[src/design/text_terminal_writer_defines.svh]
// ----------------------------------------------------------------------------
// text terminal writer assertion macros
// immediate-style wrappers around concurrent assertions, empty for synthesis
// ----------------------------------------------------------------------------
`ifndef TEXT_TERMINAL_WRITER_DEFINES_SVH
`define TEXT_TERMINAL_WRITER_DEFINES_SVH
`ifndef SYNTHESIS
`define TTW_ASSERT_IMPL(label, clk, rstn, ante, cons, msg) \
    label: assert property (@(posedge clk) disable iff (!rstn) (ante) |-> (cons)) \
        else $error(msg);
`define TTW_ASSERT_NEXT(label, clk, rstn, ante, cons, msg) \
    label: assert property (@(posedge clk) disable iff (!rstn) (ante) |=> (cons)) \
        else $error(msg);
`else
`define TTW_ASSERT_IMPL(label, clk, rstn, ante, cons, msg)
`define TTW_ASSERT_NEXT(label, clk, rstn, ante, cons, msg)
`endif
`endif

[src/design/ttw_pkg.sv]
// ----------------------------------------------------------------------------
// ttw_pkg
// shared constants, codes and the command format of the text terminal writer
// ----------------------------------------------------------------------------
`timescale 1ns / 1ps

package ttw_pkg;

    localparam int COLUMNS_DEFAULT     = 80;
    localparam int ROWS_DEFAULT        = 25;
    localparam int QUEUE_DEPTH_DEFAULT = 4;

    localparam int ROW_W   = 5;
    localparam int COL_W   = 7;
    localparam int CODE_W  = 8;
    localparam int INDEX_W = 11;
    localparam int KIND_W  = 2;
    localparam int DATA_W  = 16;
    localparam int ATTR_W  = 8;

    localparam logic [CODE_W-1:0] LINE_FEED  = 8'd10;
    localparam logic [CODE_W-1:0] SPACE_CODE = 8'd32;
    localparam logic [ATTR_W-1:0] ATTR_RESET = 8'd7;

    localparam logic [KIND_W-1:0] KIND_PUT   = 2'd0;
    localparam logic [KIND_W-1:0] KIND_CLEAR = 2'd1;
    localparam logic [KIND_W-1:0] KIND_READ  = 2'd2;

    typedef enum logic [2:0] {
        OP_PUT,
        OP_FEED,
        OP_CLEAR,
        OP_READ,
        OP_NONE
    } op_t;

    typedef struct packed {
        op_t               op;
        logic [CODE_W-1:0] code;
        logic [ROW_W-1:0]  row;
        logic [COL_W-1:0]  col;
        logic              outside;
    } cmd_t;

endpackage

[src/design/ttw_front.sv]
// ----------------------------------------------------------------------------
// ttw_front
// accepts input transfers, decodes the kind and splits a read index into
// row and column by repeated subtraction
// ----------------------------------------------------------------------------
`timescale 1ns / 1ps

module ttw_front #(
    parameter int COLUMNS = ttw_pkg::COLUMNS_DEFAULT,
    parameter int ROWS    = ttw_pkg::ROWS_DEFAULT
) (
    input  logic                         aclk,
    input  logic                         aresetn,
    input  logic                         s_tvalid,
    output logic                         s_tready,
    input  logic [ttw_pkg::KIND_W-1:0]   s_kind,
    input  logic [ttw_pkg::CODE_W-1:0]   s_code,
    input  logic [ttw_pkg::INDEX_W-1:0]  s_index,
    output logic                         q_valid,
    input  logic                         q_ready,
    output ttw_pkg::cmd_t                q_cmd
);
    import ttw_pkg::*;

    localparam int RW    = $clog2(ROWS);
    localparam int CW    = $clog2(COLUMNS);
    localparam int CELLS = ROWS * COLUMNS;

    typedef enum logic [1:0] {
        F_IDLE,
        F_DIV,
        F_PUSH
    } fstate_t;

    fstate_t             state_reg, state_next;
    cmd_t                cmd_reg, cmd_next;
    logic [INDEX_W-1:0]  rem_reg, rem_next;
    logic [RW-1:0]       quo_reg, quo_next;

    assign s_tready = (state_reg == F_IDLE);
    assign q_valid  = (state_reg == F_PUSH);
    assign q_cmd    = cmd_reg;

    always_comb begin
        state_next = state_reg;
        cmd_next   = cmd_reg;
        rem_next   = rem_reg;
        quo_next   = quo_reg;
        case (state_reg)
            F_IDLE: begin
                if (s_tvalid) begin
                    cmd_next.code    = s_code;
                    cmd_next.row     = '0;
                    cmd_next.col     = '0;
                    cmd_next.outside = 1'b0;
                    rem_next         = s_index;
                    quo_next         = '0;
                    state_next       = F_PUSH;
                    case (s_kind)
                        KIND_PUT: begin
                            cmd_next.op = (s_code == LINE_FEED) ? OP_FEED : OP_PUT;
                        end
                        KIND_CLEAR: begin
                            cmd_next.op = OP_CLEAR;
                        end
                        KIND_READ: begin
                            cmd_next.op = OP_READ;
                            if (32'(s_index) >= 32'(CELLS)) begin
                                cmd_next.outside = 1'b1;
                            end else begin
                                state_next = F_DIV;
                            end
                        end
                        default: begin
                            cmd_next.op = OP_NONE;
                        end
                    endcase
                end
            end
            F_DIV: begin
                // one subtraction of a row width per cycle
                if (rem_reg >= INDEX_W'(COLUMNS)) begin
                    rem_next = rem_reg - INDEX_W'(COLUMNS);
                    quo_next = quo_reg + 1'b1;
                end else begin
                    cmd_next.row = ROW_W'(quo_reg);
                    cmd_next.col = COL_W'(rem_reg[CW-1:0]);
                    state_next   = F_PUSH;
                end
            end
            F_PUSH: begin
                if (q_ready) begin
                    state_next = F_IDLE;
                end
            end
            default: begin
                state_next = F_IDLE;
            end
        endcase
    end

    always_ff @(posedge aclk) begin
        if (!aresetn) begin
            state_reg <= F_IDLE;
        end else begin
            state_reg <= state_next;
        end
        cmd_reg <= cmd_next;
        rem_reg <= rem_next;
        quo_reg <= quo_next;
    end

endmodule

[config.mk]
export PLATFORM = sky130hd
export DESIGN_NAME = ttw_front
export DESIGN_NICKNAME = d
export VERILOG_FILES = /design/src/design/text_terminal_writer_defines.svh /design/src/design/ttw_pkg.sv /design/src/design/ttw_front.sv
export SDC_FILE = /design/constraint.sdc
export NUM_CORES = 1
export LEC_CHECK = 0
export BUFFER_PORTS_ARGS = -buffer_cell sky130_fd_sc_hd__buf_2
export CORE_MARGIN = 2
export CORE_UTILIZATION = 55
export DETAILED_ROUTE_END_ITERATION = 8
export GPL_ROUTABILITY_DRIVEN = 0
export PLACE_DENSITY = 0.86
export SLEW_MARGIN = 30
export SYNTH_ARGS = -nofsm -noshare
export SYNTH_HDL_FRONTEND = slang
export SYNTH_SLANG_ARGS = --single-unit
[constraint.sdc]
create_clock -name aclk -period 4 [get_ports aclk]
set_input_delay 0.8 -clock aclk [delete_from_list [all_inputs] [get_ports aclk]]
set_output_delay 0.8 -clock aclk [all_outputs]
set_load 0.005 [all_outputs]
==> metrics.txt <==
cts hold-fix bufs=0; max reg flops=24; TritonRoute pass-1 iters=4; Area after DPL=roughly 2100 um2; Worst-path clk slew=0.12 ns; CTS resizes=0; Slew Viols, Final=0; vias per std cell=5.17; post-layout min period=2.06 ns; Die Wd=61.6 um; synth warn=0; ys flop type=edfxtp_1; Antenna diodes=0; outcome=finished, final reports clean; DIE AREA=3800 um2; grt ovf=0; IO Count=51; Sw Ratio=0.252; type of origin of the critical path=register; crit end category=register; Unique masters post-synth=26; Least-Margin Pin Slew=0.598 ns; number of synthesized flops with an enable pin=40; total net switching power=216 uW; share of layout cells above drive strength 1=0.328; fraction of registers with async set/reset=0; initial antenna violation count=0; Leak=roughly 0.9 nW; maximum root-to-sink buffer count=2; Antenna Nets Post-Route=0; DRC errors left=0; setup_tns=0 ns; Die Ht=around 60 um; Final Hold Vio Count=0; commonest cells after routing, fill and taps aside=buf_2, edfxtp_1, nor2_1, and2_1, nand2_1; Peak VDD IR=0.206 mV; max-cap violations=0; Logic pwr share=0.131; number of synthesized register bits=42; P&R area growth vs syn=19.5%; total number of vias=1220; core footprint=slightly above 3000 um2; CTS tree=done; Power Density=394 nW/um2; CTS root buf=clkbuf_4; Crit Path Category=reg -> reg; fmax=slightly below 500 MHz; Hold Crit Class=reg -> reg; TritonCTS Buffers=5; register share of total power=0.638; Initial Util=0.588; largest net degree at the start of global routing=20; syn avg cell area=around 13 um2; first-pass GRT wire length=~5000 um; most common cell after layout, fill and taps aside=buf_2; syn_nets=167; Synth Instances=136; crit path setup slack, layout=1.94 ns; Place WS=1.87 ns; dpl hpwl=approximately 2400 um; critical path arrival=~2.1 ns; Tcrit/Tclk final=0.514; clk sink count=between 40 and 50; Fin Clk Skew=0.0143 ns; num rows=20; Clk Latency, worst-skew pair=between 0.3 and 0.4 ns; GRT Resource Usage Total=0.185; crit path max fanout=12; RSZ-0062 raised after global routing=no; Final nets=around 220; critical path required time=3.99 ns; Rel. slew slack=0.601; Max H-tree Level=2; DR iter-0 viols=52; post-synthesis cell area=1830 um2; WL/cell=13.7 um; Buffers on Ports=50; sequential fraction of the synthesis area=0.680; P_int=642 uW; post-route cell area=2180 um2; DRT Wirelength=3240 um; vias in the first global route=1126; Setup violations, final=0; Post-CTS Setup Repair Bufs=0; Clock power frac=0.231
==> area by class of cell <==
type | instances | area (um2)
Sequential cell | 42 | 1240
Tap cell | 44 | 55.1
Clock buffer | 5 | 37.5
Timing Repair Buffer | 50 | 250
Fill cell | 240 | 922
Inverter | 7 | 26.3
Clock inverter | 3 | 16.3
Multi-Input combinational cell | 85 | 554
==> critical path, stage by stage (launching register included) <==
cell and delay (ns):
edfxtp_1 0.41, or4_4 0.55, o211ai_2 0.21, nand2_2 0.11, nand2_1 0.42
==> synth_stat cells (2+ instances only) <==
master | n | area share
xor2_1 | 4 | 0.019
a21oi_1 | 2 | 0.0055
o211ai_1 | 2 | 0.0082
inv_1 | 7 | 0.014
ha_1 | 6 | 0.041
nor2_1 | 12 | 0.025
o21ai_1 | 3 | 0.0082
edfxtp_1 | 40 | 0.66
and2_1 | 12 | 0.041
nand2_1 | 11 | 0.023
o21ai_0 | 7 | 0.019
xnor2_1 | 4 | 0.019
nand3_1 | 3 | 0.0082
nor4_1 | 2 | 0.0069
nor4b_1 | 3 | 0.014
dfxtp_1 | 2 | 0.022
nor2b_1 | 6 | 0.021
clkbuf_1 | 2 | 0.0041
==> cell families (layout without fill, tap and decap cells) <==
family / after synthesis / in the layout / synth area share
and+or+nand+nor: 53 / 53 / 0.158
DFF: 42 / 42 / 0.680
AOI/OAI and AO/OA: 17 / 17 / 0.0583
buffers and inverters: 9 / 65 / 0.0185
xor gates and xnor gates: 8 / 8 / 0.0384
adders and majority gates: 6 / 6 / 0.0411
muxes: 1 / 1 / 0.00617
==> metal layers <==
layer	up-vias	routed length [um]	GRT usage
li1	597	-	-
met1	569	1400	0.248
met2	48	1560	0.283
met3	6	235	0.0588
met4	0	40	0.0699
met5	-	0	0
==> per-stage QoR <==
stage | instances | util | total power, mW | hold WS (ns)
after floorplan | 136 | - | 0.617 | 0.526
after global placement | 228 | 0.684 | 0.664 | 0.537
after detailed placement | 228 | 0.684 | 0.671 | 0.542
after CTS | 236 | 0.702 | 0.864 | 0.572
after global routing | 236 | 0.703 | 0.900 | 0.585
final | 236 | 0.703 | 0.859 | 0.574
==> path summary, 6_finish.rpt <==
| check | slack [ns] | to | cells past startpoint | from |
|---|---|---|---|---|
| max reg2reg | 1.94 | quo_reg[4] | 4 | rem_reg[3] |
| min reg2reg | 0.57 | q_cmd[3] | 1 | rem_reg[2] |
| min | 0.57 | q_cmd[3] | 1 | rem_reg[2] |
| max | 1.94 | quo_reg[4] | 4 | rem_reg[3] |
==> power by group through the flow <==
| stage | logic (mW) | clock network, mW | registers, mW |
|---|---|---|---|
| after floorplan | 0.0596 | 0 | 0.557 |
| after detailed placement | 0.112 | 0 | 0.558 |
| after global routing | 0.129 | 0.219 | 0.553 |
| after CTS | 0.113 | 0.203 | 0.548 |
| after global placement | 0.108 | 0 | 0.556 |
| final | 0.113 | 0.198 | 0.548 |
(Power assumes the default switching activity.)
