<file path="src/design/text_terminal_writer_defines.svh">
// ----------------------------------------------------------------------------
// text terminal writer assertion macros
// immediate-style wrappers around concurrent assertions, empty for synthesis
// ----------------------------------------------------------------------------
`ifndef TEXT_TERMINAL_WRITER_DEFINES_SVH
`define TEXT_TERMINAL_WRITER_DEFINES_SVH
`ifndef SYNTHESIS
`define TTW_ASSERT_IMPL(label, clk, rstn, ante, cons, msg) \
    label: assert property (@(posedge clk) disable iff (!rstn) (ante) |-> (cons)) \
        else $error(msg);
`define TTW_ASSERT_NEXT(label, clk, rstn, ante, cons, msg) \
    label: assert property (@(posedge clk) disable iff (!rstn) (ante) |=> (cons)) \
        else $error(msg);
`else
`define TTW_ASSERT_IMPL(label, clk, rstn, ante, cons, msg)
`define TTW_ASSERT_NEXT(label, clk, rstn, ante, cons, msg)
`endif
`endif

</file>
<file path="src/design/ttw_pkg.sv">
// ----------------------------------------------------------------------------
// ttw_pkg
// shared constants, codes and the command format of the text terminal writer
// ----------------------------------------------------------------------------
`timescale 1ns / 1ps

package ttw_pkg;

    localparam int COLUMNS_DEFAULT     = 80;
    localparam int ROWS_DEFAULT        = 25;
    localparam int QUEUE_DEPTH_DEFAULT = 4;

    localparam int ROW_W   = 5;
    localparam int COL_W   = 7;
    localparam int CODE_W  = 8;
    localparam int INDEX_W = 11;
    localparam int KIND_W  = 2;
    localparam int DATA_W  = 16;
    localparam int ATTR_W  = 8;

    localparam logic [CODE_W-1:0] LINE_FEED  = 8'd10;
    localparam logic [CODE_W-1:0] SPACE_CODE = 8'd32;
    localparam logic [ATTR_W-1:0] ATTR_RESET = 8'd7;

    localparam logic [KIND_W-1:0] KIND_PUT   = 2'd0;
    localparam logic [KIND_W-1:0] KIND_CLEAR = 2'd1;
    localparam logic [KIND_W-1:0] KIND_READ  = 2'd2;

    typedef enum logic [2:0] {
        OP_PUT,
        OP_FEED,
        OP_CLEAR,
        OP_READ,
        OP_NONE
    } op_t;

    typedef struct packed {
        op_t               op;
        logic [CODE_W-1:0] code;
        logic [ROW_W-1:0]  row;
        logic [COL_W-1:0]  col;
        logic              outside;
    } cmd_t;

endpackage

</file>
<file path="src/design/ttw_queue.sv">
// ----------------------------------------------------------------------------
// ttw_queue
// small command fifo between the decoder and the screen engine
// ----------------------------------------------------------------------------
`timescale 1ns / 1ps

module ttw_queue #(
    parameter int DEPTH = ttw_pkg::QUEUE_DEPTH_DEFAULT
) (
    input  logic          aclk,
    input  logic          aresetn,
    input  logic          in_valid,
    output logic          in_ready,
    input  ttw_pkg::cmd_t in_cmd,
    output logic          out_valid,
    input  logic          out_ready,
    output ttw_pkg::cmd_t out_cmd
);
    import ttw_pkg::*;

    localparam int PW = $clog2(DEPTH);
    localparam int NW = $clog2(DEPTH + 1);

    cmd_t            entries_reg [DEPTH];
    logic [PW-1:0]   wr_ptr_reg, rd_ptr_reg;
    logic [NW-1:0]   count_reg;
    logic            push, pop;

    assign in_ready  = (count_reg != NW'(DEPTH));
    assign out_valid = (count_reg != '0);
    assign out_cmd   = entries_reg[rd_ptr_reg];
    assign push      = in_valid && in_ready;
    assign pop       = out_valid && out_ready;

    always_ff @(posedge aclk) begin
        if (!aresetn) begin
            wr_ptr_reg <= '0;
            rd_ptr_reg <= '0;
            count_reg  <= '0;
        end else begin
            if (push) begin
                wr_ptr_reg <= (wr_ptr_reg == PW'(DEPTH - 1)) ? '0 : wr_ptr_reg + 1'b1;
            end
            if (pop) begin
                rd_ptr_reg <= (rd_ptr_reg == PW'(DEPTH - 1)) ? '0 : rd_ptr_reg + 1'b1;
            end
            if (push && !pop) begin
                count_reg <= count_reg + 1'b1;
            end else if (pop && !push) begin
                count_reg <= count_reg - 1'b1;
            end
        end
        if (push) begin
            entries_reg[wr_ptr_reg] <= in_cmd;
        end
    end

endmodule

</file>
<file path="config.mk">
export PLATFORM = sky130hd
export DESIGN_NAME = ttw_queue
export DESIGN_NICKNAME = d
export VERILOG_FILES = /design/src/design/text_terminal_writer_defines.svh /design/src/design/ttw_pkg.sv /design/src/design/ttw_queue.sv
export SDC_FILE = /design/constraint.sdc
export NUM_CORES = 1
export LEC_CHECK = 0
export BUFFER_PORTS_ARGS = -buffer_cell sky130_fd_sc_hd__buf_2
export CAP_MARGIN = 20
export CORE_MARGIN = 3
export CORE_UTILIZATION = 35
export CTS_CLUSTER_DIAMETER = 40
export DETAILED_ROUTE_END_ITERATION = 10
export PLACE_DENSITY = 0.54
export SETUP_SLACK_MARGIN = 0.02
export SYNTH_ARGS = -nofsm -noshare
export SYNTH_HDL_FRONTEND = slang
export SYNTH_SLANG_ARGS = --single-unit
</file>
<file path="constraint.sdc">
create_clock -name aclk -period 5.05 [get_ports aclk]
set_clock_uncertainty 0.2 [all_clocks]
set_input_delay 0.505 -clock aclk [delete_from_list [all_inputs] [get_ports aclk]]
set_output_delay 0.505 -clock aclk [all_outputs]
set_load 0.05 [all_outputs]
</file>
==> results of run 1 <==
## per-stage QoR
stage                      util  instance area, um^2  hold WS (ns)
after floorplan               -                 3950         0.268
after global placement    0.398                 4350         0.292
after detailed placement  0.398                 4350         0.302
after CTS                 0.424                 4640         0.173
after global routing      0.424                 4640         0.169
final                     0.424                 4640         0.183
## cells in the final DEF (no fill, tap or decap), types with 2 or more instances in the layout
cell type and count:
or3_2 2, buf_2 53, nand2_1 5, dfxtp_1 8, o21ai_0 3, nor2_1 2
clkbuf_16 9, nand3_1 2, inv_6 2, and3_2 4, mux4_2 24, mux2i_1 2
inv_1 3, edfxtp_1 96, ha_1 6
## cell families (layout without fill, tap and decap cells)
| group | after synthesis | in the layout |
|---|---|---|
| AND/OR/NAND/NOR | 20 | 20 |
| flip-flops | 105 | 105 |
| buffers and inverters | 11 | 72 |
| AO/OA/AOI/OAI | 6 | 6 |
| XOR/XNOR | 2 | 2 |
| multiplexers | 26 | 26 |
| adder cells (fa/ha/maj) | 7 | 7 |
## worst max-delay path, stage by stage, from the launching register on
cell	delay [ns]
dfxtp_2	0.93
mux4_2	0.62
buf_2	0.23
## how the worst min path moves through the flow
stage,to,slack [ns]
2_1_floorplan,wr_ptr_reg[1],0.27
4_1_cts,entries_reg[3][3],0.17
3_5_place_dp,wr_ptr_reg[1],0.30
5_1_grt,entries_reg[3][3],0.17
3_3_place_gp,wr_ptr_reg[1],0.29
6_report,entries_reg[3][23],0.18
## per-layer routing
layer | up-vias | part of all wire | global-route usage | wire (um)
met5 | - | 0 | 0 | 0
met4 | 0 | 0.013 | 0.0361 | 89
met3 | 6 | 0.039 | 0.0318 | 262
met2 | 31 | 0.53 | 0.200 | 3560
met1 | 931 | 0.42 | 0.140 | 2790
li1 | 828 | - | - | -
## layout make-up
cell class,instances,area [um^2]
fillers,982,6290
well taps,140,175
repair buffers,54,273
clock inverters,5,63.8
inverters,3,11.3
multi-input cells,61,826
clock buffers,10,229
flip-flops and latches,105,3060
## power by group through the flow
| stage | Sequential [W] | Combinational (W) | Clock (W) |
|---|---|---|---|
| floorplan | 0.00110 | 0.000655 | 0 |
| CTS | 0.00115 | 0.000761 | 0.000692 |
| global placement | 0.00116 | 0.000754 | 0 |
| detailed placement | 0.00117 | 0.000759 | 0 |
| global route | 0.00116 | 0.000796 | 0.000734 |
| finish | 0.00114 | 0.000746 | 0.000676 |
==> results_dict.tcl, run 1 <==
set metrics [dict create \
    vias 1796 \
    critPathMaxFanout 24 \
    cts_buffer_depth 2 \
    yosysUniqueCellTypes 28 \
    netlist_area_um2 3950 \
    rsz0062_at_grt "false" \
    synth_area_per_cell_um2 22.3 \
    finalCritPeriodShare 0.559 \
    synth_top_family_by_area "multiplexers" \
    hold_buffers 0 \
    place_inst 363 \
    hold_start "in_cmd[23]" \
    maxCapViolations 0 \
    fin_setup_tns_ns 0 \
    largest_reg_flops 96 \
    cts_sinks 105 \
    combPwrFrac 0.291 \
    antenna_found_initial 0 \
    ant_nets 0 \
    syn_nets 212 \
    seq_power_share 0.445 \
    synth-xor-area-share 0.00444 \
    grt_pass1_wl_mm 10.9 \
    fp.coreArea_um2 10900 \
    design.die.area_um2 12600 \
    finalSetupViolations 0 \
    grt_max_degree 25 \
    gp_congestion 0.698 \
    grt_overflow 0 \
    nets 269 \
    reg2reg_from "count_reg[0]" \
    crit_required_ns 4.35 \
    ys.flop_type "edfxtp_1" \
    cts_max_level 3 \
    row_count 38 \
    ys_seq_area_frac 0.776 \
    grtUsageTotal 0.115 \
    cts_resized 0 \
    synth-async-reset-ratio 0 \
    hold_viol_final 0 \
    switching_share 0.339 \
    io_pins 54 \
    power_w 0.00256 \
    drt_iter0_markers 86 \
    ys_seq_elements 105 \
    fin_ws_ns 2.23 \
    yosysTopAreaCellShare 0.730 \
    wl_per_cell_um 17.7 \
    end_kind "primary output" \
    r2r_end "count_reg[2]" \
    power.leakage_nw 1.58 \
    ys_top_cells_by_area "edfxtp_1 (73%), mux4_2 (14%), dfxtp_1 (4.6%), ha_1 (1.9%), and3_2 (0.76%)" \
    root_buffer "clkbuf_16" \
    endpoint "out_cmd[15]" \
    wl_mm 6.70 \
    dp_hpwl_mm 4.01 \
    cts_tree "yes" \
    critPathLaunchType "register" \
    area.growth.synth_to_final_pct 17.6 \
    post_cts_buffers 0 \
    synth_edf_count 96 \
    slew_headroom 0.394 \
    synth_top_area_cell "edfxtp_1" \
    synth-warning-count 0 \
    fin_cells 378 \
    postSynthCellCount 177 \
    yosysMostFrequentCell "edfxtp_1" \
    dp_slack_ns 2.45 \
    fmax_mhz 355 \
    port_buffers 53 \
    synthMuxAreaShare 0.142 \
    vias_per_cell 4.75 \
    drcViolationCount 0 \
    holdPathStages 1 \
    status "completed" \
    p_int_w 0.00169 \
    grt_pass1_vias 1979 \
    maxSlewViolCount 0 \
    power.density_nw_per_um2 552 \
    hp-class "primary input to register" \
    worst_pin_slew_ns 0.909 \
    reg2regPathDepth 7 \
    yosys.area_share.simple 0.0298 \
    p_switching_w 0.000870 \
    cp_data_arrival_time_ns 2.12 \
    reg2reg_slack_ns 2.39 \
    insertion_delay_ns 0.33 \
    clk_pin_slew_ns 0.07 \
    vdd_ir_drop_max_mv 0.249 \
    initial_core_util 0.361 \
    crit_type "register to primary output" \
    drive_gt1_frac 0.420 \
    diodes 0 \
    dieHeight_um 112 \
    fp.dieW_um 112 \
    post-route-min-period_ns 2.82 \
    synth_fa_ha_area_frac 0.0241 \
    synth_common_cells "edfxtp_1 (96), mux4_2 (24), dfxtp_1 (9)" \
    synth_compound_area_frac 0.00887 \
    first_pass_iters 4 \
    p_clk_frac 0.264 \
    cts_buffers 9 \
]
Power figures use the tool's default switching activity.
==> inputs of run 2 (changes only) <==
- PLACE_DENSITY: 0.54 -> 0.56
- clock period: 5.05 -> 2.51 ns (I/O delays scaled with it)
==> run 2 against run 1 <==
Net effect:
- worst hold slack worse by 0.13 ns
- combinational power is 120% higher
- die area stayed put
- via count is 6.0% higher
- total power is 110% higher
- design area is 6.5% higher
- sequential cell count stayed put
- core utilization is 2.8 points higher
- clock-buffer cell count stayed put
- non-clock buffer count is 29 higher
- sequential power is 95% higher
- register-to-register slack worse by 2.3 ns
- largest cell class unchanged
- largest power group unchanged
==> results_dict.tcl, run 2 (synthesis results as in run 1) <==
set metrics [dict create \
    status "completed" \
    fin_ws_ns 0.121 \
    max_stage_delay_ns 0.52 \
    post_cts_buffers 0 \
    rsz0062_at_grt "false" \
    drt_iter0_markers 85 \
    largest_reg_flops 96 \
    path_delay_family "buffers and inverters" \
    maxCapViolations 0 \
    layout_common_cells "edfxtp_1 (96), buf_2 (53), dlygate4sd3_1 (25)" \
    nets 298 \
    layout.cells.most_common "edfxtp_1" \
    whs_ns 0.0563 \
    diodes 0 \
    first_pass_iters 4 \
    multiInputGateArea_um2 833 \
    cts_buffer_depth 2 \
    critPathMaxFanout 6 \
    grt_pass1_vias 2065 \
    hp-class "primary input to register" \
    post-route-min-period_ns 2.39 \
    vias 1904 \
    cts_buffers 9 \
    grt_max_degree 25 \
    maxSlewViolCount 0 \
    io_pins 54 \
    drcViolationCount 0 \
    area.growth.synth_to_final_pct 25.2 \
    critPathLaunchType "primary input" \
    fp.coreArea_um2 10900 \
    power.leakage_nw 1.71 \
    wl_per_cell_um 16.2 \
    holdPathStages 3 \
    cts_max_level 3 \
    row_count 38 \
    cp_data_arrival_time_ns 2.46 \
    hold_start "aresetn" \
    dp_hpwl_mm 4.00 \
    cts_sinks 105 \
    fmax_mhz 419 \
    root_buffer "clkbuf_16" \
    power.density_nw_per_um2 1070 \
    regArea_um2 3070 \
    wl_mm 6.59 \
    fin_setup_tns_ns 0 \
    critPathSlowestCell "dlygate4sd3_1" \
    drive_gt1_frac 0.407 \
    slew_headroom 0.537 \
    gp_congestion 0.692 \
    grt_overflow 0 \
    insertion_delay_ns 0.33 \
    r2r_end "count_reg[2]" \
    initial_core_util 0.361 \
    antenna_found_initial 0 \
    end_kind "register" \
    fillerInstances 965 \
    whs_endpoint "wr_ptr_reg[0]" \
    ant_nets 0 \
    design.die.area_um2 12600 \
    fp.dieW_um 112 \
    dieHeight_um 112 \
    hold_viol_final 0 \
    finalCritPeriodShare 0.952 \
    vias_per_cell 4.67 \
    port_buffers 53 \
    vdd_ir_drop_max_mv 0.598 \
    critPathBufInv 3 \
    dp_slack_ns 0.137 \
    reg2regPathDepth 7 \
    grtUsageTotal 0.112 \
    crit_type "primary input to register" \
    crit_required_ns 2.58 \
    path_cells "dlygate4sd3_1 > buf_2 > and2_4 > ha_2 > inv_1 > fa_1 > xor2_1 > or3_2 > a21boi_1" \
    worst_pin_slew_ns 0.694 \
    reg2reg_slack_ns 0.14 \
    cts_tree "yes" \
    clk_pin_slew_ns 0.07 \
    grt_pass1_wl_mm 10.7 \
    finalSetupViolations 0 \
    reg2reg_from "count_reg[1]" \
]
==> run 2: cell types whose count changed in the layout (fill, tap and decap cells not counted), sizes merged <==
cell / delta
buf: +4
dlygate4sd3: +25
clkinvlp: -1
clkinv: +2
==> run 2: routing by layer <==
metal  up-vias  GRT usage  routed length [um]
met5         -          0                   0
met4         0     0.0353                  81
met3         8     0.0410                 319
met2        50      0.182                3370
met1       953      0.140                2820
li1        893          -                   -
==> run 2: tightest hold or removal path, stage by stage <==
cell and delay (ns):
buf_2 0.16, nand2_1 0.08, o21ai_1 0.05
==> run 2: cell type report <==
cell class / instances / area share
Clock inverter: 6 / 0.0154
Sequential cell: 105 / 0.620
Timing Repair Buffer: 83 / 0.112
Clock buffer: 10 / 0.0463
Multi-Input combinational cell: 61 / 0.169
Inverter: 3 / 0.00228
Tap cell: 140 / 0.0354
==> run 2: worst max path at each step <==
stage | startpoint | to | cells after the start
after floorplan | count_reg[0] | count_reg[2] | 9
final | in_valid | count_reg[2] | 9
after global routing | in_valid | count_reg[2] | 9
after global placement | count_reg[0] | count_reg[2] | 8
after CTS | count_reg[0] | count_reg[2] | 8
after detailed placement | count_reg[0] | count_reg[2] | 8
==> run 2: what timing repair did <==
| action | 4_1_cts | 5_1_grt |
|---|---|---|
| hold endpoints to repair | 97 | 0 |
| gates resized for setup | 0 | 4 |
| hold buffers | 25 | 0 |
| setup endpoints to repair | 0 | 1 |
==> run 2: power by group <==
group | internal, W | total [W] | switching [W]
Sequential | 0.00214 | 0.00222 | 0.0000862
Clock | 0.000789 | 0.00139 | 0.000599
Combinational | 0.000566 | 0.00167 | 0.00111
==> run 2: per-stage QoR <==
step | cell area [um^2] | instances | power, W | utilization
after floorplan | 3950 | 177 | 0.00354 | -
after global placement | 4380 | 367 | 0.00389 | 0.400
after detailed placement | 4380 | 367 | 0.00391 | 0.400
after CTS | 4930 | 408 | 0.00534 | 0.451
after global routing | 4940 | 408 | 0.00555 | 0.452
final | 4940 | 408 | 0.00528 | 0.452
